File: src/design/assert_macros.svh
// Assertion macros shared by the point-in-polygon RTL.
// Included by modules that check their own logic; depends on nothing.
`ifndef ASSERT_MACROS_SVH
`define ASSERT_MACROS_SVH

// Implication checked at every rising edge outside reset.
`define PIP_ASSERT(label, clk, rst, prop, msg) \
   label: assert property (@(posedge clk) disable iff (rst) prop) \
      else $error(msg);

// A condition in one cycle requires an expression in the next.
`define PIP_ASSERT_NEXT(label, clk, rst, cond, expr, msg) \
   label: assert property (@(posedge clk) disable iff (rst) (cond) |=> (expr)) \
      else $error(msg);

`endif

File: src/design/pip_pkg.sv
// Package for the point-in-polygon crossing test: widths, types and helpers.
// Used by every module of the block and by pip_req_if; depends on nothing.
`default_nettype none

package pip_pkg;

   // Field widths.
   localparam int VERTEX_BITS = 16;
   localparam int QUERY_BITS  = 20;
   localparam int FRAC_BITS   = 4;
   localparam int FRAC_SCALE  = 1 << FRAC_BITS;
   localparam int FAR_COORD   = 9999;

   // Vertices are scaled to the query's fixed point.
   localparam int SCALED_BITS = VERTEX_BITS + FRAC_BITS;
   localparam int WIDE_BITS   = (SCALED_BITS > QUERY_BITS) ? SCALED_BITS : QUERY_BITS;
   // One extra bit holds any difference of two scaled coordinates.
   localparam int DIFF_BITS   = WIDE_BITS + 1;
   localparam int PROD_BITS   = 2 * DIFF_BITS;
   localparam int SUM_BITS    = PROD_BITS + 1;

   typedef logic signed [VERTEX_BITS-1:0] vertex_type;
   typedef logic signed [QUERY_BITS-1:0]  query_type;
   typedef logic signed [DIFF_BITS-1:0]   diff_type;
   typedef logic signed [PROD_BITS-1:0]   prod_type;
   typedef logic signed [SUM_BITS-1:0]    sum_type;

   // Far end of the test segment, in fixed point.
   localparam diff_type FAR_FIX = DIFF_BITS'(FAR_COORD * FRAC_SCALE);

   // Operands for one edge against the query segment.
   typedef struct packed {
      diff_type va_x;   // edge direction
      diff_type va_y;
      diff_type vb_x;   // query segment direction
      diff_type vb_y;
      diff_type d_x;    // edge start minus query point
      diff_type d_y;
   } edge_ops_type;

   // Control that travels with a word down the pipeline.
   typedef struct packed {
      logic valid;
      logic started;    // an open edge exists (not the first vertex)
      logic last;       // closing edge is tested and a result is due
   } stage_ctrl_type;

   // True when n/d lies in 0..1 inclusive; a zero denominator never counts.
   function automatic logic in_unit(input sum_type n, input sum_type d);
      logic ok;
      if (d == '0) begin
         ok = 1'b0;
      end else if (!d[SUM_BITS-1]) begin
         ok = !n[SUM_BITS-1] && (n <= d);
      end else begin
         ok = ((n == '0) || n[SUM_BITS-1]) && (n >= d);
      end
      return ok;
   endfunction

   // Scale an integer vertex coordinate to fixed point at difference width.
   function automatic diff_type scale_vertex(input vertex_type v);
      logic signed [SCALED_BITS-1:0] s;
      s = signed'({v, {FRAC_BITS{1'b0}}});
      return DIFF_BITS'(s);
   endfunction

endpackage

`default_nettype wire

File: src/design/pip_if.sv
// Handshake channels of the point-in-polygon block: vertex requests and results.
// Depends on pip_pkg.
`default_nettype none

interface pip_req_if import pip_pkg::*; ();
   logic       valid;
   logic       ready;
   vertex_type vertex_x;
   vertex_type vertex_y;
   query_type  query_x;
   query_type  query_y;
   logic       last_vertex;

   modport source (output valid, vertex_x, vertex_y, query_x, query_y, last_vertex,
                   input ready);
   modport sink   (input valid, vertex_x, vertex_y, query_x, query_y, last_vertex,
                   output ready);
endinterface


`default_nettype wire

File: src/design/pip_front.sv
// Input stage: polygon state (first, previous vertex, query) and edge operands.
// Depends on pip_pkg and pip_req_if.
`default_nettype none

module pip_front import pip_pkg::*; (
   input  wire logic      clock,
   input  wire logic      reset,
   pip_req_if.sink        req,
   input  wire logic      advance,
   output stage_ctrl_type s1_ctrl,
   output edge_ops_type   s1_open,
   output edge_ops_type   s1_close
);

   vertex_type     first_x_ff, first_y_ff;
   vertex_type     prev_x_ff, prev_y_ff;
   query_type      held_qx_ff, held_qy_ff;
   logic           started_ff;
   stage_ctrl_type ctrl_ff, ctrl_in;
   edge_ops_type   open_ff, open_in;
   edge_ops_type   close_ff, close_in;

   diff_type cur_x, cur_y, prev_x, prev_y, first_x, first_y;
   diff_type q_x, q_y, vb_x, vb_y;
   logic     accept;

   assign req.ready = advance;
   assign accept    = req.valid && advance;

   // The query and first vertex come from the word itself when a polygon opens.
   always_comb begin
      cur_x   = scale_vertex(req.vertex_x);
      cur_y   = scale_vertex(req.vertex_y);
      prev_x  = scale_vertex(prev_x_ff);
      prev_y  = scale_vertex(prev_y_ff);
      first_x = started_ff ? scale_vertex(first_x_ff) : cur_x;
      first_y = started_ff ? scale_vertex(first_y_ff) : cur_y;
      q_x     = DIFF_BITS'(started_ff ? held_qx_ff : req.query_x);
      q_y     = DIFF_BITS'(started_ff ? held_qy_ff : req.query_y);
      vb_x    = FAR_FIX - q_x;
      vb_y    = FAR_FIX - q_y;

      // Edge from the previous vertex to this one.
      open_in.va_x = cur_x - prev_x;
      open_in.va_y = cur_y - prev_y;
      open_in.vb_x = vb_x;
      open_in.vb_y = vb_y;
      open_in.d_x  = prev_x - q_x;
      open_in.d_y  = prev_y - q_y;

      // Closing edge from this vertex back to the first.
      close_in.va_x = first_x - cur_x;
      close_in.va_y = first_y - cur_y;
      close_in.vb_x = vb_x;
      close_in.vb_y = vb_y;
      close_in.d_x  = cur_x - q_x;
      close_in.d_y  = cur_y - q_y;

      ctrl_in.valid   = req.valid;
      ctrl_in.started = started_ff;
      ctrl_in.last    = req.last_vertex;
   end

   // Polygon state is updated on every accepted word.
   always_ff @(posedge clock) begin
      if (reset) begin
         started_ff <= 1'b0;
         first_x_ff <= '0;
         first_y_ff <= '0;
         prev_x_ff  <= '0;
         prev_y_ff  <= '0;
         held_qx_ff <= '0;
         held_qy_ff <= '0;
      end else if (accept) begin
         if (!started_ff) begin
            first_x_ff <= req.vertex_x;
            first_y_ff <= req.vertex_y;
            held_qx_ff <= req.query_x;
            held_qy_ff <= req.query_y;
         end
         prev_x_ff  <= req.vertex_x;
         prev_y_ff  <= req.vertex_y;
         started_ff <= !req.last_vertex;
      end
   end

   // Operand register.
   always_ff @(posedge clock) begin
      if (reset) begin
         ctrl_ff <= '0;
      end else if (advance) begin
         ctrl_ff <= ctrl_in;
      end
   end

   always_ff @(posedge clock) begin
      if (advance) begin
         open_ff  <= open_in;
         close_ff <= close_in;
      end
   end

   assign s1_ctrl  = ctrl_ff;
   assign s1_open  = open_ff;
   assign s1_close = close_ff;

endmodule

`default_nettype wire

File: src/flat_wrapper.sv
// flat-port wrapper written by rule: the top's interface ports become plain ports
module pip_front_flat import pip_pkg::*;
  (clock, reset, advance, s1_ctrl, s1_open, s1_close, req_valid, req_vertex_x, req_vertex_y, req_query_x, req_query_y, req_last_vertex, req_ready);
  pip_req_if req_i ();
  input  wire logic clock;
  input  wire logic reset;
  input  wire logic advance;
  output stage_ctrl_type s1_ctrl;
  output edge_ops_type s1_open;
  output edge_ops_type s1_close;
  input wire logic [$bits(req_i.valid)-1:0] req_valid;
  input wire logic [$bits(req_i.vertex_x)-1:0] req_vertex_x;
  input wire logic [$bits(req_i.vertex_y)-1:0] req_vertex_y;
  input wire logic [$bits(req_i.query_x)-1:0] req_query_x;
  input wire logic [$bits(req_i.query_y)-1:0] req_query_y;
  input wire logic [$bits(req_i.last_vertex)-1:0] req_last_vertex;
  output wire logic [$bits(req_i.ready)-1:0] req_ready;
  assign req_i.valid = req_valid;
  assign req_i.vertex_x = req_vertex_x;
  assign req_i.vertex_y = req_vertex_y;
  assign req_i.query_x = req_query_x;
  assign req_i.query_y = req_query_y;
  assign req_i.last_vertex = req_last_vertex;
  assign req_ready = req_i.ready;
  pip_front u_core (.clock(clock), .reset(reset), .req(req_i), .advance(advance), .s1_ctrl(s1_ctrl), .s1_open(s1_open), .s1_close(s1_close));
endmodule
File: config.mk
export PLATFORM = sky130hd
export DESIGN_NAME = pip_front_flat
export DESIGN_NICKNAME = d
export VERILOG_FILES = /design/src/design/assert_macros.svh /design/src/design/pip_pkg.sv /design/src/design/pip_if.sv /design/src/design/pip_front.sv /design/src/flat_wrapper.sv
export SDC_FILE = /design/constraint.sdc
export NUM_CORES = 1
export LEC_CHECK = 0
export BUFFER_PORTS_ARGS = -buffer_cell sky130_fd_sc_hd__buf_2
export CORE_ASPECT_RATIO = 0.5
export CORE_MARGIN = 2
export CORE_UTILIZATION = 35
export DETAILED_ROUTE_END_ITERATION = 12
export PLACE_DENSITY = 0.56
export SYNTH_ARGS = -nofsm -noshare
export SYNTH_HDL_FRONTEND = slang
export SYNTH_SLANG_ARGS = --single-unit
File: constraint.sdc
create_clock -name clock -period 11.65 [get_ports clock]
set_clock_uncertainty 0.1 [all_clocks]
set_input_delay 3.495 -clock clock [delete_from_list [all_inputs] [get_ports clock]]
set_output_delay 3.495 -clock clock [all_outputs]
set_load 0.05 [all_outputs]
* Word-level counts from Yosys, hierarchy flattened
Index checks and enable logic that the tools add are counted.
** Storage, ports and cells
- Register bits :: 318
- Latch bits :: 0
- RAM bits :: 0
- ROM bits :: 0
- Bits of input ports :: 77
- Output and inout port bits :: 256
- Word-level logic and storage cells :: 38
- Memories kept :: 0
** Cells by class
- Add/sub/neg operators :: 10
- Multipliers :: 0
- Divide/modulo/power cells :: 0
- $lt $le $gt $ge :: 0
- Equal/unequal tests :: 0
- Shift-type cells :: 0
- Multiplexer cells :: 4
- Bitwise gates (word level) :: 1
- Reduce and logical (&&, ||, !) cells :: 3
** Operators by type and width (number)
- two-way mux 21 bit :: 4
- subtractor 20 x 21 -> 21 bit :: 4
- subtractor 19 x 21 -> 21 bit (first input constant) :: 2
- subtractor 20 x 20 -> 21 bit :: 2
- subtractor 21 x 20 -> 21 bit :: 2
- AND reduction 2 bit :: 1
- logical AND 1 bit :: 1
- logical NOT 1 bit :: 1
- inverter 1 bit :: 1

* Longest topological paths before layout
Gate-level depths: netlist of the first run.
- Depth after elaboration :: 2
- Mapped depth :: 18
- Mapped depth without buffers :: 11

* Worst setup path after synthesis of the first run
OpenSTA, ideal clock, no wires.
- Path type :: input-to-output
- Start point :: input advance
- End point :: output req_ready
- Arrival time :: 3665 ps
- Data required time :: 8055 ps
- Setup slack :: 4390 ps
- Stages :: 1
- Path buffers :: 1
- Cells stage by stage :: buf_4
** RTL lines
- start: declaration :: RTL line flat_wrapper.sv:7 : input wire logic advance;
- end: declaration :: RTL line flat_wrapper.sv:17 : output wire logic [$bits(req_i.ready)-1:0] req_ready;
No word-level cell between the ends.

* Worst setup path after layout of the first run
- Start point :: input advance
- End point :: output req_ready
No word-level cell between the ends.

==> results of run 1 <==
where the power goes:
group          internal (W)  switching (W)
sequential          0.00122      0.0000473
combinational      0.000300       0.000763
clock              0.000659       0.000434
total               0.00218        0.00124
final cells by class:
class,instances,area (µm²),area share
timing repair buffer,327,1680,0.0827
sequential,286,7510,0.371
tap,649,812,0.0401
inverter,106,398,0.0196
clock buffer,38,832,0.0411
clock inverter,18,273,0.0135
antenna,6,15.0,0.000741
multi-input combinational,1327,8740,0.432
logic make-up (layout without fill, tap and decap cells):
group                    count (synthesis)  after routing  share of synthesized area
XOR/XNOR                               136            136                     0.0684
other                                    1             22                   0.000215
flip-flops                             286            286                      0.431
adder cells (fa/ha/maj)                134            134                     0.0980
AO/OA/AOI/OAI                          472            472                      0.170
AND/OR/NAND/NOR                        526            526                      0.137
multiplexers                            43             43                     0.0249
buffers and inverters                  236            489                     0.0707
through the flow:
step / area (µm²) / cells / utilization
final: 20300 / 2757 / 0.415
after global routing: 20300 / 2757 / 0.415
after CTS: 20200 / 2751 / 0.414
after detailed placement: 19100 / 2695 / 0.392
after global placement: 19100 / 2695 / 0.392
after floorplan: 17500 / 1849 / -
placed cells by master, fill, tap and decap left out, types with 31 or more instances in the layout:
cell type	count
a21oi_1	201
ha_1	130
mux2i_1	42
nor2_1	79
inv_1	106
a21o_1	39
buf_2	314
xnor2_1	100
clkbuf_16	31
nand2_1	289
dfxtp_1	107
xor2_1	36
o21ai_0	79
edfxtp_1	178
how the worst min path moves through the flow:
stage	start	end	slack (ns)	depth (start not counted)
6_report	u_core.held_qx_ff[19]$_SDFFE_PP0P_	u_core.held_qx_ff[19]$_SDFFE_PP0P_	0.35	2
5_1_grt	u_core.first_y_ff[14]$_SDFFE_PP0P_	u_core.first_y_ff[14]$_SDFFE_PP0P_	0.37	2
4_1_cts	u_core.first_x_ff[15]$_SDFFE_PP0P_	u_core.first_x_ff[15]$_SDFFE_PP0P_	0.36	2
3_5_place_dp	u_core.first_x_ff[15]$_SDFFE_PP0P_	u_core.first_x_ff[15]$_SDFFE_PP0P_	0.35	2
3_3_place_gp	u_core.held_qy_ff[14]$_SDFFE_PP0P_	u_core.held_qy_ff[14]$_SDFFE_PP0P_	0.34	2
2_1_floorplan	u_core.first_x_ff[0]$_SDFFE_PP0P_	u_core.first_x_ff[0]$_SDFFE_PP0P_	0.34	2
routing by layer:
layer	GRT usage	share of wire	wire length, µm	vias up
li1	-	-	-	6931
met3	0.0242	0.038	1840	61
met1	0.225	0.44	21300	6526
met5	0	0	0	-
met4	0.0495	0.023	1110	0
met2	0.322	0.50	24000	276
worst register-to-register path, stage by stage, from the launching register on:
cell and delay, ns:
dfxtp_4 0.48, buf_4 0.68, mux2i_1 0.60, ha_1 0.38, a21o_1 0.17, a21oi_1 0.27
a2bb2oi_1 0.31, a211oi_2 0.17, a221oi_2 0.46, nor4bb_1 0.11, a211o_1 0.24
flip-flops by register name, indices dropped and copies added, names as in the netlist:
name               cells
u_core.s1_close       93
u_core.s1_open        85
u_core.held_qx_ff     20
u_core.held_qy_ff     20
u_core.first_x_ff     16
u_core.first_y_ff     16
u_core.prev_x_ff      16
u_core.prev_y_ff      16
u_core.s1_ctrl         3
u_core.started_ff      1
==> flow_summary.html, run 1 <==
<table>
<tr><th>Metric</th><th>Value</th></tr>
<tr><th colspan="2">Power</th></tr>
<tr><td>Leakage power of the design</td><td>8.36 nW</td></tr>
<tr><td>Power density normalized to cell area</td><td>169 nW/µm²</td></tr>
<tr><td>Peak VDD IR</td><td>approximately 0.083 mV</td></tr>
<tr><td>Total chip power</td><td>roughly 0.0034 W</td></tr>
<tr><th colspan="2">Critical path</th></tr>
<tr><td>Highest net fanout along the worst path</td><td>54</td></tr>
<tr><td>Max stage delay on crit path</td><td>0.36 ns</td></tr>
<tr><td>R2r startpoint</td><td>u_core.started_ff$_SDFFE_PP0P_</td></tr>
<tr><td>Slowest cell on the critical path</td><td>buf_2</td></tr>
<tr><td>Critical path required time</td><td>8.06 ns</td></tr>
<tr><td>Instance count on the critical path</td><td>2</td></tr>
<tr><td>Critical path endpoint category</td><td>output pin</td></tr>
<tr><td>Source of the critical timing path</td><td>advance</td></tr>
<tr><td>Critical Setup Path Class</td><td>input pin to output pin</td></tr>
<tr><td>Worst R2R Path Depth</td><td>10</td></tr>
<tr><td>Endpoint of the lowest-slack register-to-register path</td><td>u_core.s1_close[39]$_DFFE_PP_</td></tr>
<tr><td>Critical-path cell list</td><td>clkbuf_8, buf_2</td></tr>
<tr><td>Startpoint types</td><td>input pin</td></tr>
<tr><td>Minimum setup slack among reg-to-reg paths</td><td>7.43 ns</td></tr>
<tr><td>Data arrival time at the worst-slack endpoint</td><td>4.31 ns</td></tr>
<tr><td>Critical path's top delay family</td><td>buffers and inverters</td></tr>
<tr><td>Worst setup endpoint</td><td>req_ready</td></tr>
<tr><td>Total buffers and inverters traversed by the critical path</td><td>2</td></tr>
<tr><th colspan="2">Routing</th></tr>
<tr><td>Wire length per cell after detailed routing</td><td>17.5 µm</td></tr>
<tr><td>Via count of the routed design</td><td>13794</td></tr>
<tr><td>DRT antenna net count</td><td>0</td></tr>
<tr><td>Initial DRC count</td><td>958</td></tr>
<tr><td>Routed vias/inst</td><td>5.00</td></tr>
<tr><td>Routed Wire Length</td><td>48200 µm</td></tr>
<tr><td>First-pass iteration count of the detailed router</td><td>5</td></tr>
<tr><td>Number of remaining DRC errors</td><td>0</td></tr>
<tr><th colspan="2">Synth</th></tr>
<tr><td>Largest cells by area after synthesis</td><td>edfxtp_1 (31%), dfxtp_1 (12%), ha_1 (9.3%), nand2_1 (6.2%), a21oi_1 (5.8%)</td></tr>
<tr><td>Most used standard cells in the synthesized netlist</td><td>nand2_1 (289), a21oi_1 (201), edfxtp_1 (178), ha_1 (130), dfxtp_1 (108)</td></tr>
<tr><td>Cell taking the most area after synthesis</td><td>edfxtp_1</td></tr>
<tr><td>Mapped Avg Cell Area</td><td>9.50 µm²</td></tr>
<tr><td>Syn Inst Count</td><td>around 1800</td></tr>
<tr><td>Number of enable-type register cells in the synthesized netlist</td><td>178</td></tr>
<tr><td>Most frequently used cell type in the post-synthesis netlist</td><td>nand2_1</td></tr>
<tr><td>Synthesis-stage register bit count</td><td>between 200 and 300</td></tr>
<tr><td>Predominant post-synthesis flop cell</td><td>edfxtp_1</td></tr>
<tr><td>Share of synthesized registers carrying an async set or reset</td><td>0</td></tr>
<tr><td>Yosys Warn Count</td><td>0</td></tr>
<tr><td>Number of distinct library cells after synthesis</td><td>77</td></tr>
<tr><td>Post-synth design cell area</td><td>17400 µm²</td></tr>
<tr><td>Post-synth top area share</td><td>0.307</td></tr>
<tr><td>Sequential area share after synthesis</td><td>0.431</td></tr>
<tr><th colspan="2">Global route</th></tr>
<tr><td>Global-route wire length before repair</td><td>73000 µm</td></tr>
<tr><td>Pin count of the biggest net entering global routing</td><td>71</td></tr>
<tr><td>Global router's overall resource usage</td><td>0.179</td></tr>
<tr><td>Overall overflow remaining after global route</td><td>0</td></tr>
<tr><td>Number of global-route vias before repair</td><td>roughly 13000</td></tr>
<tr><td>Initial antenna violation count</td><td>6</td></tr>
<tr><th colspan="2">STA</th></tr>
<tr><td>Number of hold violations in the final report</td><td>0</td></tr>
<tr><td>RSZ-0062 raised after global routing</td><td>no</td></tr>
<tr><td>Post-layout worst setup margin</td><td>roughly 3.7 ns</td></tr>
<tr><td>Fin Hold WS</td><td>0.354 ns</td></tr>
<tr><td>Slew at the pin closest to its max-slew limit</td><td>1.00 ns</td></tr>
<tr><td>Crit path time final</td><td>7.90 ns</td></tr>
<tr><td>Highest clock rate</td><td>0.127 GHz</td></tr>
<tr><td>Final number of max-transition violations</td><td>0</td></tr>
<tr><td>Share of the cycle needed by the critical path after routing</td><td>0.678</td></tr>
<tr><td>Worst slew margin</td><td>0.328</td></tr>
<tr><td>Final sum of negative setup slack</td><td>0 ns</td></tr>
<tr><td>Finish-stage setup viols</td><td>0</td></tr>
<tr><th colspan="2">Clock network</th></tr>
<tr><td>Buffer count from post-CTS setup fixing</td><td>0</td></tr>
<tr><td>Maximum buffer depth of the clock tree</td><td>3</td></tr>
<tr><td>Clk Tree Root Cell</td><td>clkbuf_16</td></tr>
<tr><td>Number of gates resized after cts</td><td>0</td></tr>
<tr><td>H-tree levels</td><td>1</td></tr>
<tr><td>Number of buffers inserted during clock tree synthesis</td><td>30</td></tr>
<tr><td>Clock transition at path regs</td><td>0.07 ns</td></tr>
<tr><td>CTS tree</td><td>yes</td></tr>
<tr><td>Num Clock Sinks</td><td>286</td></tr>
<tr><td>Hold buffer count at cts</td><td>0</td></tr>
<tr><td>Worst-Skew Late Latency</td><td>~0.58 ns</td></tr>
<tr><th colspan="2">Placed design</th></tr>
<tr><td>Detail Placement HPWL</td><td>around 35000 µm</td></tr>
<tr><td>Routability congestion estimate</td><td>between 0.8 and 0.9</td></tr>
<tr><td>Input/output buffers</td><td>316</td></tr>
<tr><td>Worst setup timing slack at the placement stage</td><td>between 3 and 4 ns</td></tr>
<tr><th colspan="2">Die</th></tr>
<tr><td>Io pins</td><td>333</td></tr>
<tr><td>Core area</td><td>48900 µm²</td></tr>
<tr><td>X dimension of the die</td><td>roughly 320 µm</td></tr>
<tr><td>Row count</td><td>57</td></tr>
<tr><td>Vertical extent of the die</td><td>162 µm</td></tr>
<tr><td>Die area</td><td>51700 µm²</td></tr>
<tr><td>Starting Density</td><td>0.357</td></tr>
<tr><th colspan="2">Outcome</th></tr>
<tr><td>Outcome</td><td>complete, no violations</td></tr>
<tr><th colspan="2">Cells and area</th></tr>
<tr><td>Filler cells</td><td>about 4800</td></tr>
<tr><td>Number of nets in the final layout</td><td>roughly 2300</td></tr>
<tr><td>Share of post-route cells with drive strength above 1</td><td>0.198</td></tr>
<tr><td>Area growth from synthesis to final layout</td><td>16.3%</td></tr>
<tr><th colspan="2">Worst hold path</th></tr>
<tr><td>HP Class</td><td>flop to flop</td></tr>
<tr><th colspan="2">Flow run</th></tr>
<tr><td>Max-Cap Viols</td><td>0</td></tr>
</table>
Note: power is estimated with default switching activity, not from simulation.
==> run 2, diff against run 1 <==
Settings changed: ABC_AREA set to 1, PLACE_DENSITY 0.56 to 0.57.
Clock period 11.65 ns to 6.46 ns, I/O delays scaled along.
==> run 2 against run 1 <==
  * Critical path depth did not move
  * Die area rose by 9.9%
  * Sequential share of layout area fell by 2.9 points
  * Hold slack got worse by 0.0024 ns
  * Cell count rose by 28%
  * Setup slack got worse by 1.7 ns
  * Combinational power rose by 120%
  * Clock power rose by 61%
  * Power rose by 88%
  * Global-route usage rose by 1.8 points
  * Routed wire length rose by 22%
  * Largest power group is now combinational logic
  * Highest routed layer unchanged
==> flow_summary.html, run 2 <==
<table>
<tr><th>Metric</th><th>Value</th></tr>
<tr><th colspan="2">Outcome</th></tr>
<tr><td>Outcome</td><td>complete, no violations</td></tr>
<tr><th colspan="2">Synth</th></tr>
<tr><td>Syn Inst Count</td><td>2542 (+39%)</td></tr>
<tr><td>Post-synthesis simple-gate area fraction</td><td>0.231 (+0.0939)</td></tr>
<tr><td>Post-synth top area share</td><td>0.279 (-0.0280)</td></tr>
<tr><td>Share of synthesized cell area in full adder, half adder and majority cells</td><td>0.0890 (-0.00895)</td></tr>
<tr><td>Most frequently used cell type in the post-synthesis netlist</td><td>nand2_1</td></tr>
<tr><td>Most used standard cells in the synthesized netlist</td><td>nand2_1 (675), inv_1 (322), a21oi_1 (237), nor2_1 (200), edfxtp_1 (178)</td></tr>
<tr><td>Parity-gate share of the synthesized area counting xor and xnor cells</td><td>0.0411 (-0.0273)</td></tr>
<tr><td>Synthesis-stage register bit count</td><td>286 (unchanged)</td></tr>
<tr><td>Predominant post-synthesis flop cell</td><td>edfxtp_1</td></tr>
<tr><td>Share of synthesized registers carrying an async set or reset</td><td>0 (unchanged)</td></tr>
<tr><td>Sequential area share after synthesis</td><td>0.392 (-0.0394)</td></tr>
<tr><td>Largest cells by area after synthesis</td><td>edfxtp_1 (28%), nand2_1 (13%), dfxtp_1 (11%), ha_1 (8.5%), inv_1 (6.3%)</td></tr>
<tr><td>Cell taking the most area after synthesis</td><td>edfxtp_1</td></tr>
<tr><td>Fraction of the mapped netlist area in compound gates</td><td>0.141 (-0.0289)</td></tr>
<tr><td>Proportion of synthesized area in mux cells</td><td>0 (-0.0249)</td></tr>
<tr><td>Number of enable-type register cells in the synthesized netlist</td><td>178 (unchanged)</td></tr>
<tr><td>Mapped Avg Cell Area</td><td>7.54 µm² (-21%)</td></tr>
<tr><td>Dominant combinational cell family by area after synthesis</td><td>simple AND/OR/NAND/NOR gates</td></tr>
<tr><td>Yosys Warn Count</td><td>0 (unchanged)</td></tr>
<tr><td>Number of distinct library cells after synthesis</td><td>42 (-45%)</td></tr>
<tr><td>Post-synth design cell area</td><td>19200 µm² (+10%)</td></tr>
<tr><th colspan="2">Placed design</th></tr>
<tr><td>Worst setup timing slack at the placement stage</td><td>2.00 ns (-1.74 ns)</td></tr>
<tr><td>Routability congestion estimate</td><td>0.930 (+4.5%)</td></tr>
<tr><td>Cell area after placement</td><td>21000 µm² (+9.7%)</td></tr>
<tr><td>Input/output buffers</td><td>316 (unchanged)</td></tr>
<tr><td>Detail Placement HPWL</td><td>46100 µm (+30%)</td></tr>
<tr><th colspan="2">Die</th></tr>
<tr><td>X dimension of the die</td><td>335 µm (+4.8%)</td></tr>
<tr><td>Core area</td><td>53900 µm² (+10%)</td></tr>
<tr><td>Vertical extent of the die</td><td>169 µm (+4.8%)</td></tr>
<tr><td>Die area</td><td>56800 µm² (+9.9%)</td></tr>
<tr><td>Row count</td><td>60 (+5.3%)</td></tr>
<tr><td>Starting Density</td><td>0.356 (-0.000894)</td></tr>
<tr><td>Io pins</td><td>333 (unchanged)</td></tr>
<tr><th colspan="2">Routing</th></tr>
<tr><td>Routed vias/inst</td><td>4.88 (-2.4%)</td></tr>
<tr><td>Via count of the routed design</td><td>17248 (+25%)</td></tr>
<tr><td>First-pass iteration count of the detailed router</td><td>6 (+1)</td></tr>
<tr><td>Uppermost routed layer</td><td>met4</td></tr>
<tr><td>Initial DRC count</td><td>1186 (+24%)</td></tr>
<tr><td>Met3 routed WL</td><td>3020 µm (+64%)</td></tr>
<tr><td>Number of remaining DRC errors</td><td>0 (unchanged)</td></tr>
<tr><td>Routed Wire Length</td><td>58600 µm (+22%)</td></tr>
<tr><td>DRT antenna net count</td><td>0 (unchanged)</td></tr>
<tr><td>Wire length the detailed router placed on met1</td><td>26500 µm (+25%)</td></tr>
<tr><td>Total met2 wirelength after detailed routing</td><td>27600 µm (+15%)</td></tr>
<tr><td>Wire length per cell after detailed routing</td><td>16.6 µm (-5.1%)</td></tr>
<tr><th colspan="2">Power</th></tr>
<tr><td>Power density normalized to cell area</td><td>292 nW/µm² (+73%)</td></tr>
<tr><td>Peak VDD IR</td><td>0.208 mV (+150%)</td></tr>
<tr><td>Switching part of the total power</td><td>0.408 (+0.0444)</td></tr>
<tr><td>Cell-internal power</td><td>0.00380 W (+75%)</td></tr>
<tr><td>Fraction of power consumed by combinational cells</td><td>0.365 (+0.054)</td></tr>
<tr><td>Clock power share</td><td>0.274 (-0.046)</td></tr>
<tr><td>Sw power</td><td>0.00262 W (+110%)</td></tr>
<tr><td>Share of total power in sequential cells</td><td>0.360 (-0.010)</td></tr>
<tr><td>Leakage power of the design</td><td>10.5 nW (+25%)</td></tr>
<tr><th colspan="2">Cells and area</th></tr>
<tr><td>Area growth from synthesis to final layout</td><td>14.8%</td></tr>
<tr><td>Commonest cells after routing, fill and taps aside</td><td>nand2_1 (674), inv_1 (321), buf_2 (315), a21oi_1 (237), nor2_1 (200)</td></tr>
<tr><td>Leading cell type in the layout, fill and taps excluded</td><td>nand2_1</td></tr>
<tr><td>Final cell utilization of the core</td><td>0.408 (-0.00665)</td></tr>
<tr><td>Share of post-route cells with drive strength above 1</td><td>0.152 (-0.0456)</td></tr>
<tr><td>Filler cells</td><td>5586 (+16%)</td></tr>
<tr><td>Post-route cell area</td><td>22000 µm² (+8.6%)</td></tr>
<tr><td>Number of nets in the final layout</td><td>3003 (+31%)</td></tr>
<tr><td>Flip-flop count of the largest register after layout</td><td>93 (unchanged)</td></tr>
<tr><th colspan="2">Clock network</th></tr>
<tr><td>Num Clock Sinks</td><td>286 (unchanged)</td></tr>
<tr><td>Clock transition at path regs</td><td>0.06 ns (about the same)</td></tr>
<tr><td>Number of gates resized after cts</td><td>0 (unchanged)</td></tr>
<tr><td>Clk Tree Root Cell</td><td>clkbuf_16</td></tr>
<tr><td>Worst-Skew Late Latency</td><td>0.59 ns (about the same)</td></tr>
<tr><td>Maximum buffer depth of the clock tree</td><td>3 (unchanged)</td></tr>
<tr><td>Buffer count from post-CTS setup fixing</td><td>0 (unchanged)</td></tr>
<tr><td>Number of buffers inserted during clock tree synthesis</td><td>31 (+3.3%)</td></tr>
<tr><td>CTS tree</td><td>yes</td></tr>
<tr><td>Hold buffer count at cts</td><td>0 (unchanged)</td></tr>
<tr><td>H-tree levels</td><td>1 (unchanged)</td></tr>
<tr><th colspan="2">STA</th></tr>
<tr><td>Worst slew margin</td><td>0.358 (+0.0297)</td></tr>
<tr><td>Finish-stage setup viols</td><td>0 (unchanged)</td></tr>
<tr><td>Final sum of negative setup slack</td><td>0 ns (unchanged)</td></tr>
<tr><td>Number of hold violations in the final report</td><td>0 (unchanged)</td></tr>
<tr><td>Highest clock rate</td><td>0.225 GHz</td></tr>
<tr><td>Post-layout worst setup margin</td><td>2.02 ns (-1.73 ns)</td></tr>
<tr><td>Slew at the pin closest to its max-slew limit</td><td>0.956 ns (-0.0486 ns)</td></tr>
<tr><td>Share of the cycle needed by the critical path after routing</td><td>0.687</td></tr>
<tr><td>RSZ-0062 raised after global routing</td><td>no</td></tr>
<tr><td>Crit path time final</td><td>4.44 ns</td></tr>
<tr><td>Final number of max-transition violations</td><td>0 (unchanged)</td></tr>
<tr><th colspan="2">Critical path</th></tr>
<tr><td>Minimum setup slack among reg-to-reg paths</td><td>2.87 ns (-4.56 ns)</td></tr>
<tr><td>Slowest cell on the critical path</td><td>buf_2</td></tr>
<tr><td>Critical path endpoint category</td><td>output pin</td></tr>
<tr><td>Instance count on the critical path</td><td>2 (unchanged)</td></tr>
<tr><td>Data arrival time at the worst-slack endpoint</td><td>2.40 ns (-1.91 ns)</td></tr>
<tr><td>Source of the critical timing path</td><td>advance</td></tr>
<tr><td>Critical-path cell list</td><td>buf_6, buf_2</td></tr>
<tr><td>Highest net fanout along the worst path</td><td>3 (-94%)</td></tr>
<tr><td>Total buffers and inverters traversed by the critical path</td><td>2 (unchanged)</td></tr>
<tr><td>Endpoint of the lowest-slack register-to-register path</td><td>u_core.s1_open[39]$_DFFE_PP_</td></tr>
<tr><td>Startpoint types</td><td>input pin</td></tr>
<tr><td>R2r startpoint</td><td>u_core.started_ff$_SDFFE_PP0P_</td></tr>
<tr><td>Worst R2R Path Depth</td><td>9 (-1)</td></tr>
<tr><td>Worst setup endpoint</td><td>req_ready</td></tr>
<tr><td>Max stage delay on crit path</td><td>0.29 ns (-0.07 ns)</td></tr>
<tr><td>Critical Setup Path Class</td><td>input pin to output pin</td></tr>
<tr><td>Critical path's top delay family</td><td>buffers and inverters</td></tr>
<tr><td>Critical path required time</td><td>4.42 ns (-3.64 ns)</td></tr>
<tr><th colspan="2">Global route</th></tr>
<tr><td>Global router's overall resource usage</td><td>0.197 (+0.0179)</td></tr>
<tr><td>Global-route wire length before repair</td><td>87100 µm (+19%)</td></tr>
<tr><td>Number of global-route vias before repair</td><td>15255 (+16%)</td></tr>
<tr><td>Pin count of the biggest net entering global routing</td><td>124 (+75%)</td></tr>
<tr><td>Overall overflow remaining after global route</td><td>0 (unchanged)</td></tr>
<tr><td>Initial antenna violation count</td><td>2 (-4)</td></tr>
<tr><th colspan="2">Flow run</th></tr>
<tr><td>Max-Cap Viols</td><td>0 (unchanged)</td></tr>
<tr><th colspan="2">Worst hold path</th></tr>
<tr><td>HP Class</td><td>flop to flop</td></tr>
</table>
-- run 2: worst min-delay path by stage --
| stage | startpoint | to | slack, ns | depth (start not counted) |
|---|---|---|---|---|
| 6_report | u_core.held_qy_ff[10]$_SDFFE_PP0P_ | u_core.held_qy_ff[10]$_SDFFE_PP0P_ | 0.35 | 2 |
| 5_1_grt | u_core.held_qy_ff[13]$_SDFFE_PP0P_ | u_core.held_qy_ff[13]$_SDFFE_PP0P_ | 0.37 | 2 |
| 4_1_cts | u_core.held_qy_ff[10]$_SDFFE_PP0P_ | u_core.held_qy_ff[10]$_SDFFE_PP0P_ | 0.36 | 2 |
| 3_5_place_dp | u_core.held_qy_ff[10]$_SDFFE_PP0P_ | u_core.held_qy_ff[10]$_SDFFE_PP0P_ | 0.35 | 2 |
| 3_3_place_gp | u_core.held_qx_ff[8]$_SDFFE_PP0P_ | u_core.held_qx_ff[8]$_SDFFE_PP0P_ | 0.34 | 2 |
| 2_1_floorplan | u_core.held_qx_ff[8]$_SDFFE_PP0P_ | u_core.held_qx_ff[8]$_SDFFE_PP0P_ | 0.32 | 2 |
-- run 2: power groups by stage --
| stage | clock, W | sequential [W] | combinational, W |
|---|---|---|---|
| global route | 0.00188 | 0.00234 | 0.00254 |
| global placement | 0 | 0.00236 | 0.00234 |
| finish | 0.00176 | 0.00231 | 0.00235 |
| detailed placement | 0 | 0.00236 | 0.00234 |
| floorplan | 0 | 0.00293 | 0.00121 |
| CTS | 0.00182 | 0.00232 | 0.00235 |
-- run 2: layer usage --
metal,vias up,GRT usage
li1,8785,-
met5,-,0
met4,0,0.0528
met2,400,0.331
met1,7983,0.262
met3,80,0.0335
-- run 2: cell type report --
cell class	instances	area (µm²)	share of cell area
Clock inverter	12	68.8	0.00313
Tap cell	713	892	0.0406
Clock buffer	45	921	0.0419
Multi-Input combinational cell	1818	9680	0.440
Inverter	328	1230	0.0560
Timing Repair Buffer	327	1680	0.0765
Sequential cell	286	7510	0.341
Antenna cell	2	5.00	0.000228
-- run 2: tightest hold or removal path: stages (launching register included) --
cell	delay [ns]
dfxtp_1	0.30
inv_1	0.06
a21oi_1	0.05
-- run 2: kinds of logic after synthesis --
kind of cell    after synthesis
simple gates               1082
xor+xnor                     90
fa+ha+maj                   134
flops                       286
compound gates              496
other cells                   1
buf+inv                     453
-- run 2: metrics by stage --
stage                     std cells  hold slack, ns  total power (W)
after floorplan                2557           0.324          0.00413
after global placement         3472           0.337          0.00469
after detailed placement       3472           0.346          0.00470
after CTS                      3529           0.356          0.00649
after global routing           3531           0.371          0.00676
final                          3531           0.352          0.00642
